<file path="src/hdl/gbt_pkg.sv">
// Shared types and constants for the graph traversal engine.
// No dependencies; every other file in hdl/ but gbt_ram imports this package.
package gbt_pkg;

    localparam int MAX_VERTICES = 64;
    localparam int MAX_EDGES    = 256;
    localparam int VTX_W        = 6;
    localparam int CNT_W        = 7;
    localparam int EIDX_W       = 8;
    localparam int PTR_W        = 9;
    localparam int ENTRY_W      = VTX_W + PTR_W;

    // End-of-list pointer value
    localparam logic [PTR_W-1:0] NULL_PTR = PTR_W'(MAX_EDGES);

    localparam logic [1:0] STAT_OK    = 2'd0;
    localparam logic [1:0] STAT_FULL  = 2'd1;
    localparam logic [1:0] STAT_RANGE = 2'd2;

    localparam logic KIND_ADD  = 1'b0;
    localparam logic KIND_TRAV = 1'b1;

    localparam logic REQ_ADD  = 1'b0;
    localparam logic REQ_TRAV = 1'b1;

    localparam logic MODE_BFS = 1'b0;
    localparam logic MODE_DFS = 1'b1;

    localparam logic [1:0] REG_MODE  = 2'd0;
    localparam logic [1:0] REG_COUNT = 2'd1;
    localparam logic [1:0] REG_START = 2'd2;

    typedef enum logic [3:0] {
        ST_IDLE, ST_ADD_RD, ST_ADD_WR, ST_BFS_INIT, ST_BFS_POP, ST_BFS_POPW,
        ST_BFS_HEAD, ST_BFS_EDGE, ST_BFS_EDGEW, ST_DFS_ROOT, ST_DFS_RHEAD,
        ST_DFS_TOP, ST_DFS_POPW, ST_DFS_EDGEW, ST_DFS_PUSHW, ST_FLUSH
    } state_t;

    typedef enum logic [4:0] {
        OP_NONE, OP_ACCEPT, OP_ADD_RD, OP_ADD_WR, OP_BFS_INIT, OP_BFS_POP,
        OP_BFS_POPW, OP_BFS_HEAD, OP_BFS_EDGE, OP_BFS_EDGEW, OP_DFS_ROOT,
        OP_DFS_RHEAD, OP_DFS_TOP, OP_DFS_POPW, OP_DFS_EDGEW, OP_DFS_PUSHW,
        OP_FLUSH
    } dp_op_t;

    typedef struct packed {
        dp_op_t op;
    } dp_cmd_t;

    typedef struct packed {
        logic mode;
        logic start_bad;
        logic q_empty;
        logic e_null;
        logic root_done;
        logic root_visited;
        logic top_null;
        logic sp_one;
        logic push_ok;
    } dp_stat_t;

endpackage

</file>
<file path="src/hdl/gbt_ctrl.sv">
// Sequencing state machine of the traversal engine.
// Depends on gbt_pkg; drives gbt_dp through command and status structs.
module gbt_ctrl (
    input  logic              clk,
    input  logic              rst_n,
    input  logic              start,
    input  logic              req_type,
    input  gbt_pkg::dp_stat_t stat,
    output gbt_pkg::dp_cmd_t  cmd,
    output logic              busy
);
    import gbt_pkg::*;

    state_t state_reg;
    state_t state_next;

    // Advance state
    always_ff @(posedge clk or negedge rst_n)
    begin
        if (!rst_n)
        begin
            state_reg <= ST_IDLE;
        end
        else
        begin
            state_reg <= state_next;
        end
    end

    // Next state
    always_comb
    begin
        state_next = state_reg;
        unique case (state_reg)
            ST_IDLE:
            begin
                if (start)
                begin
                    if (req_type == REQ_ADD)
                        state_next = ST_ADD_RD;
                    else if (stat.mode == MODE_DFS)
                        state_next = ST_DFS_ROOT;
                    else
                        state_next = ST_BFS_INIT;
                end
            end
            ST_ADD_RD:    state_next = ST_ADD_WR;
            ST_ADD_WR:    state_next = ST_IDLE;
            ST_BFS_INIT:  state_next = stat.start_bad ? ST_IDLE : ST_BFS_POP;
            ST_BFS_POP:   state_next = stat.q_empty ? ST_FLUSH : ST_BFS_POPW;
            ST_BFS_POPW:  state_next = ST_BFS_HEAD;
            ST_BFS_HEAD:  state_next = ST_BFS_EDGE;
            ST_BFS_EDGE:  state_next = stat.e_null ? ST_BFS_POP : ST_BFS_EDGEW;
            ST_BFS_EDGEW: state_next = ST_BFS_EDGE;
            ST_DFS_ROOT:
            begin
                if (stat.root_done)
                    state_next = ST_FLUSH;
                else if (!stat.root_visited)
                    state_next = ST_DFS_RHEAD;
            end
            ST_DFS_RHEAD: state_next = ST_DFS_TOP;
            ST_DFS_TOP:
            begin
                if (!stat.top_null)
                    state_next = ST_DFS_EDGEW;
                else if (stat.sp_one)
                    state_next = ST_DFS_ROOT;
                else
                    state_next = ST_DFS_POPW;
            end
            ST_DFS_POPW:  state_next = ST_DFS_TOP;
            ST_DFS_EDGEW: state_next = stat.push_ok ? ST_DFS_PUSHW : ST_DFS_TOP;
            ST_DFS_PUSHW: state_next = ST_DFS_TOP;
            ST_FLUSH:     state_next = ST_IDLE;
            default:      state_next = ST_IDLE;
        endcase
    end

    // Commands to the datapath
    always_comb
    begin
        cmd.op = OP_NONE;
        unique case (state_reg)
            ST_IDLE:      cmd.op = start ? OP_ACCEPT : OP_NONE;
            ST_ADD_RD:    cmd.op = OP_ADD_RD;
            ST_ADD_WR:    cmd.op = OP_ADD_WR;
            ST_BFS_INIT:  cmd.op = OP_BFS_INIT;
            ST_BFS_POP:   cmd.op = OP_BFS_POP;
            ST_BFS_POPW:  cmd.op = OP_BFS_POPW;
            ST_BFS_HEAD:  cmd.op = OP_BFS_HEAD;
            ST_BFS_EDGE:  cmd.op = OP_BFS_EDGE;
            ST_BFS_EDGEW: cmd.op = OP_BFS_EDGEW;
            ST_DFS_ROOT:  cmd.op = OP_DFS_ROOT;
            ST_DFS_RHEAD: cmd.op = OP_DFS_RHEAD;
            ST_DFS_TOP:   cmd.op = OP_DFS_TOP;
            ST_DFS_POPW:  cmd.op = OP_DFS_POPW;
            ST_DFS_EDGEW: cmd.op = OP_DFS_EDGEW;
            ST_DFS_PUSHW: cmd.op = OP_DFS_PUSHW;
            ST_FLUSH:     cmd.op = OP_FLUSH;
            default:      cmd.op = OP_NONE;
        endcase
    end

    assign busy = (state_reg != ST_IDLE);

endmodule

</file>
<file path="config.mk">
export PLATFORM = sky130hd
export DESIGN_NAME = gbt_ctrl
export DESIGN_NICKNAME = d
export VERILOG_FILES = /design/src/hdl/gbt_pkg.sv /design/src/hdl/gbt_ctrl.sv
export SDC_FILE = /design/constraint.sdc
export NUM_CORES = 1
export LEC_CHECK = 0
export BUFFER_PORTS_ARGS = -buffer_cell sky130_fd_sc_hd__buf_2
export CAP_MARGIN = 25
export CELL_PAD_IN_SITES_DETAIL_PLACEMENT = 0
export CELL_PAD_IN_SITES_GLOBAL_PLACEMENT = 2
export CORE_UTILIZATION = 25
export CTS_BUF_LIST = sky130_fd_sc_hd__clkbuf_8
export CTS_CLUSTER_SIZE = 8
export DETAILED_ROUTE_END_ITERATION = 16
export GPL_ROUTABILITY_DRIVEN = 0
export HOLD_SLACK_MARGIN = 0.06
export PLACE_DENSITY_LB_ADDON = 0.08
export REMOVE_ABC_BUFFERS = 1
export SYNTH_ARGS = -nofsm -noshare
export SYNTH_HDL_FRONTEND = slang
export SYNTH_SLANG_ARGS = --single-unit
</file>
<file path="constraint.sdc">
create_clock -name clk -period 1.5 [get_ports clk]
set_clock_uncertainty 0.05 [all_clocks]
set_input_delay 0.075 -clock clk [delete_from_list [all_inputs] [get_ports clk]]
set_output_delay 0.075 -clock clk [all_outputs]
set_load 0.1 [all_outputs]
</file>
=== After elaboration in Yosys (flattened, before gate mapping) ===
Index checks and enable logic that the tools add are counted.

* Register bits after elaboration: 4

* Equality and inequality tests: 17
* Muxes and demuxes: 14
* Reduce and logical (&&, ||, !) cells: 6

{| class="wikitable"
|+ Operators with widths
! kind !! count
|-
| $pmux 5 s16 || 1
|-
| $pmux 4 s12 || 1
|-
| $eq 4x4->1 const B || 8
|-
| $mux 4 || 7
|-
| $eq 4x3->1 const B || 4
|-
| $mux 3 || 4
|-
| $eq 4x2->1 const B || 2
|-
| $eq 4x1->1 const B || 1
|-
| $logic_not 4->1 || 1
|-
| $reduce_bool 4->1 || 1
|-
| $reduce_or 2->1 || 2
|-
| $ne 3x3->1 const B || 1
|-
| $reduce_or 3->1 || 1
|-
| $ne 2x2->1 const B || 1
|-
| $reduce_and 2->1 || 1
|-
| $mux 1 || 1
|}

=== Longest topological paths before layout ===
Gate-level depths: netlist (run 1).

* Word-level depth: 4
* Gate-level depth with buffers: 5
* Depth with buffers taken out: 4

=== Worst setup path before layout (run 1) ===
Ideal clock, no wire load.

* Path type: flip-flop to output port
* From: reg state_reg[2]
* To: out cmd[3] (netlist bit)
* Stages on the path, launching flop included: 4
* Arrival time: 2.298 ns
* Path slack: -0.923 ns
* Path through: dfrtp_1 > buf_2 > nand3_1 > xnor2_1

{| class="wikitable"
|+ RTL lines
! element !! line !! text
|-
| start: declaration || gbt_ctrl.sv:14 || <nowiki>state_t state_reg;</nowiki>
|-
| start signal: assignment || gbt_ctrl.sv:26 || <nowiki>state_reg <= state_next;</nowiki>
|-
| end: declaration || gbt_ctrl.sv:9 || <nowiki>output gbt_pkg::dp_cmd_t cmd,</nowiki>
|}

==> impl_metrics.yaml, run 1 <==
sta:
  min_period_ps: 1490
  rsz0062_at_grt: "true"
  final-setup-viol-count: 0
  relSlewSlack: 0.730
  worst_pin_slew_ps: 395
  finalHoldViolCount: 0
  fin_crit_sh: 0.993
  hold_ws_ps: 114
  fmaxAchievable_mhz: 671
  tns_ps: 0
  worst_slack_ps: 10.6
  slew_viol_final: 0
finish:
  largest_reg_flops: 4
  area_growth_pct: 81.7
  diodes: 0
  multi_input_area_sq_um: 312
  layout-drive-gt1-share: 0.538
  final_nets: 93
  regArea_sq_um: 105
  fillers: 156
  post-route-util: 0.488
global_routing:
  grt_max_degree: 10
  grt_overflow: 0
  track_usage: 0.148
  first_global_vias: 454
  antenna_found_initial: 0
  grt_pass1_wl_mm: 2.02
synth:
  synth_edf_count: 0
  synth.distinct_cells: 34
  yosys_warnings: 0
  avgSynthCellArea_sq_um: 8.02
  ys_seq_elements: 4
  async_flop_share: 1.00
  synth_ff_type: "dfrtp_1"
  seq_area_frac_synth: 0.245
  synth_area_sq_um: 409
  syn_inst: 51
die:
  die_area_sq_um: 1800
  pin_count: 19
  start_util: 0.268
  die_h_um: 42.5
  die_x_um: 42.5
  design.core.area_sq_um: 1520
  rows: 14
placed_design:
  preCtsSetupSlack_ps: 20.2
  port_buffers: 18
  dp_hpwl_mm: 1.01
cts:
  clkLatencyLatePin_ps: 220
  cts_buffers: 3
  cts-root-buf: "clkbuf_8"
  cts_htree_levels: 1
  cts.clk_slew.worst_paths_ps: 30
  clk_path_buf_depth: 2
  cts_tree: "done"
  clkSinkCount: 4
drt:
  antenna_left: 0
  drt_iter0_markers: 2
  vias: 505
  drc: 0
  wl_per_cell_um: 13.8
  routed_wl_mm: 1.30
  vias_per_cell: 5.37
  drtPass1Iterations: 2
setup_path:
  cp-start-kind: "flip-flop"
  end_kind: "primary output"
  critPathMaxStageDelay_ps: 460
  cp_slowest_cell: "dfrtp_2"
  crit_buf_inv: 2
  crit_arrival_ps: 1360
  cp_max_fo: 8
  crit_path_cell_trace: "buf_6 > nor4_4 > nor2_2 > buf_12"
  cp_top_family: "flip-flops"
  r2r_slack_ps: 50
  worstSetupPathType: "flip-flop to primary output"
  worstPathRequired_ps: 1370
min_path:
  hold_class: "primary input to flip-flop"
flow_run:
  drv_cap: 0
status:
  status: "finished, final reports clean"
[repair_timing]
item                                   in CTS  in global routing
setup buffers                               0                  1
endpoints found under the hold margin       4                  0
pin swaps                                   0                  3
hold buffers                                1                  0
setup endpoints to repair                   5                  6
gates resized for setup                     5                  9
[final timing paths]
kind	startpoint	end	cells past startpoint
min in group asynchronous	rst_n	state_reg[2]	2
min reg2reg	state_reg[2]	state_reg[0]	3
max reg2reg	state_reg[1]	state_reg[0]	4
max in group asynchronous	rst_n	state_reg[1]	2
max	state_reg[1]	cmd[0]	4
min	stat[5]	state_reg[3]	2
[cell usage after synthesis, types with 2 or more instances]
cell	number	area [sq um]
nand2_1	4	15.0
a21oi_1	2	10.0
nand3b_1	2	15.0
buf_2	3	15.0
nor2_1	2	7.51
o21a_1	2	15.0
xnor2_1	2	17.5
dfrtp_1	4	100
inv_1	3	11.3
nand3_1	3	15.0
[per-stage QoR]
step / cells / area [sq um]
floorplan: 47 / 383
global placement: 89 / 628
detailed placement: 89 / 628
CTS: 93 / 693
global route: 94 / 743
finish: 94 / 743
[logic make-up after synthesis]
kind of cell,share of synthesized area
buffers and inverters,0.101
AND/OR/NAND/NOR,0.278
XOR/XNOR,0.0642
flip-flops,0.245
AO/OA/AOI/OAI,0.312
[layout make-up]
class	count	area share
tap	16	0.0269
multi-input combinational	39	0.419
timing repair buffer	28	0.337
clock buffer	3	0.0556
sequential	4	0.141
inverter	4	0.0202
[cell usage in the layout (no fill, tap or decap), drive strengths merged, types with 2 or more instances in the layout]
cell type,n
nor4,2
nand3,3
dfrtp,4
xnor2,2
o21a,2
buf,26
nand2,5
inv,4
a21oi,2
nor2,2
nand3b,2
clkbuf,4
[metal layers]
layer,vias up,GRT usage,share of wire
met4,0,0.0750,0.013
met2,14,0.237,0.51
li1,250,-,-
met1,239,0.192,0.44
met5,-,0,0
met3,2,0.0216,0.031
Power of run 1 is left out: the tool's default activity adds up to more than one toggle a clock period on the data nets, which glitch-free logic cannot reach.
==> run 2: changes to the inputs <==
--- a/config.mk
+++ b/config.mk
@@ -6,9 +6,10 @@
 export NUM_CORES = 1
 export LEC_CHECK = 0
+export ABC_AREA = 1
 export BUFFER_PORTS_ARGS = -buffer_cell sky130_fd_sc_hd__buf_2
 export CAP_MARGIN = 25
 export CELL_PAD_IN_SITES_DETAIL_PLACEMENT = 0
 export CELL_PAD_IN_SITES_GLOBAL_PLACEMENT = 2
-export CORE_UTILIZATION = 25
+export CORE_UTILIZATION = 24
 export CTS_BUF_LIST = sky130_fd_sc_hd__clkbuf_8
 export CTS_CLUSTER_SIZE = 8
--- a/constraint.sdc
+++ b/constraint.sdc
@@ -3,3 +3,3 @@
 set_input_delay 0.075 -clock clk [delete_from_list [all_inputs] [get_ports clk]]
 set_output_delay 0.075 -clock clk [all_outputs]
-set_load 0.1 [all_outputs]
+set_load 0.05 [all_outputs]
==> impl_metrics.yaml, run 2 <==
status:
  status: "finished, final reports clean"
global_routing:
  grt_overflow: 0
  track_usage: 0.138
  first_global_vias: 522
  antenna_found_initial: 0
  grt_max_degree: 9
  grt_pass1_wl_mm: 2.20
synth:
  synth.distinct_cells: 21
  yosysMostFrequentCell: "nand2_1"
  synth_ff_type: "dfrtp_1"
  syn_inst: 88
  async_flop_share: 1.00
  seq_area_frac_synth: 0.199
  synth_area_leaders: "nand2_1 (24%), dfrtp_1 (20%), nor2_1 (12%), inv_1 (7.4%), nor2_4 (4.5%)"
  synthTopCellsByCount: "nand2_1 (32), nor2_1 (16), inv_1 (10)"
  yosysTopAreaCell: "nand2_1"
  synth_area_sq_um: 504
  avgSynthCellArea_sq_um: 5.73
  ys_seq_elements: 4
  yosys_warnings: 0
  netlist.area_leader.share: 0.238
  synth_edf_count: 0
sta:
  final-setup-viol-count: 0
  rsz0062_at_grt: "false"
  min_period_ps: 1430
  fmaxAchievable_mhz: 698
  fin_crit_sh: 0.955
  finalHoldViolCount: 0
  worst_pin_slew_ps: 250
  relSlewSlack: 0.835
  worst_slack_ps: 67.7
  slew_viol_final: 0
power_and_ir_drop:
  power_w: 0.00167
  vdd_ir_drop_max_uv: 1140
  p_clk_frac: 0.130
  power.switching_w: 0.000929
  p_seq_frac: 0.156
  p_leak_nw: 0.418
  intPower_w: 0.000742
  switching_share: 0.556
  powerDensity_nw_per_um2: 2300
  combPwrFrac: 0.715
cts:
  cts_htree_levels: 1
  cts_tree: "done"
  cts_buffers: 3
  cts.clk_slew.worst_paths_ps: 30
  clkLatencyLatePin_ps: 210
  clkSinkCount: 4
  cts-root-buf: "clkbuf_8"
  clk_path_buf_depth: 2
finish:
  diodes: 0
  final_nets: 129
  final_cell_mix: "nand2_1 (32), buf_2 (17), nor2_1 (16), inv_1 (10), buf_4 (5)"
  area_growth_pct: 44.2
  largest_reg_flops: 4
  layout-drive-gt1-share: 0.368
  final_common_cell: "nand2_1"
die:
  die_x_um: 47.8
  rows: 16
  design.core.area_sq_um: 1960
  pin_count: 19
  start_util: 0.257
  die_area_sq_um: 2290
  die_h_um: 47.8
setup_path:
  end_kind: "primary output"
  crit_path_cell_trace: "buf_12 > nor2_4 > nand2_2 > buf_2"
  crit_arrival_ps: 1310
  cp-start-kind: "flip-flop"
  cp_slowest_cell: "dfrtp_2"
  cp_max_fo: 6
  worstPathRequired_ps: 1370
  critPathMaxStageDelay_ps: 440
  worstSetupPathType: "flip-flop to primary output"
drt:
  vias: 598
  drc: 0
  drtPass1Iterations: 3
  routed_wl_mm: 1.35
  vias_per_cell: 4.24
  drt_iter0_markers: 8
  antenna_left: 0
  wl_per_cell_um: 9.57
placed_design:
  dp_hpwl_mm: 1.12
  preCtsSetupSlack_ps: 71.6
  port_buffers: 18
min_path:
  hold_class: "primary input to flip-flop"
flow_run:
  drv_cap: 0
run 2: changes by cell type after synthesis, moves of 3 or more:
cell / previous run / this run
inv_1: 3 / 10
buf_2: 3 / 0
nor2_1: 2 / 16
nand2_1: 4 / 32
nor2_2: 0 / 3
run 2: kinds of logic (layout without fill, tap and decap cells):
kind of cell	count (synthesis)	in the layout	synth area share
and+or+nand+nor	63	63	0.598
buffers and inverters	15	41	0.134
AOI/OAI and AO/OA	6	6	0.0695
DFF	4	4	0.199
run 2: critical path, delay by kind of cell (launching register included):
kind	cells	cell delay, ps
buf+inv	2	370
flops	1	440
simple gates	2	280
run 2: worst paths after layout:
check / start / endpoint / slack [ps] / depth (start not counted)
max: state_reg[0] / busy / 70 / 4
min: stat[3] / state_reg[0] / 130 / 3
max reg2reg: state_reg[0] / state_reg[3] / 200 / 5
min reg2reg: state_reg[2] / state_reg[0] / 690 / 3
max in group asynchronous: rst_n / state_reg[1] / 1120 / 2
min in group asynchronous: rst_n / state_reg[0] / 150 / 2
run 2: power groups by stage:
stage	clock network, W	registers [W]	logic (W)
after floorplan	0	0.000264	0.000813
after global placement	0	0.000279	0.00108
after detailed placement	0	0.000280	0.00107
after CTS	0.000222	0.000288	0.00109
after global routing	0.000236	0.000267	0.00133
final	0.000217	0.000260	0.00119
run 2: per-layer routing:
metal	routed length [um]	global-route usage
met5	0	0
met4	0	0.0333
met1	611	0.180
met2	682	0.235
met3	55	0.0226
run 2: final cells by class:
type | count | area, sq um
Clock buffer | 3 | 41.3
Timing Repair Buffer | 25 | 163
Inverter | 13 | 48.8
Multi-Input combinational cell | 69 | 337
Sequential cell | 4 | 104
Fill cell | 244 | 1230
Tap cell | 27 | 33.8
run 2: timing repair:
| item | in CTS | in global routing |
|---|---|---|
| endpoints found under the setup margin | 2 | 1 |
| gates cloned | 0 | 0 |
| setup buffers | 0 | 3 |
| hold endpoints to repair | 5 | 0 |
| gates resized for setup | 4 | 0 |
| hold buffers | 2 | 0 |
run 2: stage by stage:
| stage | instances | TNS (ps) | hold WS (ps) | util | instance area, sq um |
|---|---|---|---|---|---|
| after global placement | 133 | 0 | -168 | 0.318 | 624 |
| after floorplan | 86 | -59.3 | -271 | - | 485 |
| final | 141 | 0 | 126 | 0.371 | 727 |
| after detailed placement | 133 | 0 | -167 | 0.318 | 624 |
| after global routing | 141 | 0 | 136 | 0.371 | 727 |
| after CTS | 138 | 0 | 136 | 0.353 | 692 |
(Power assumes the default switching activity.)
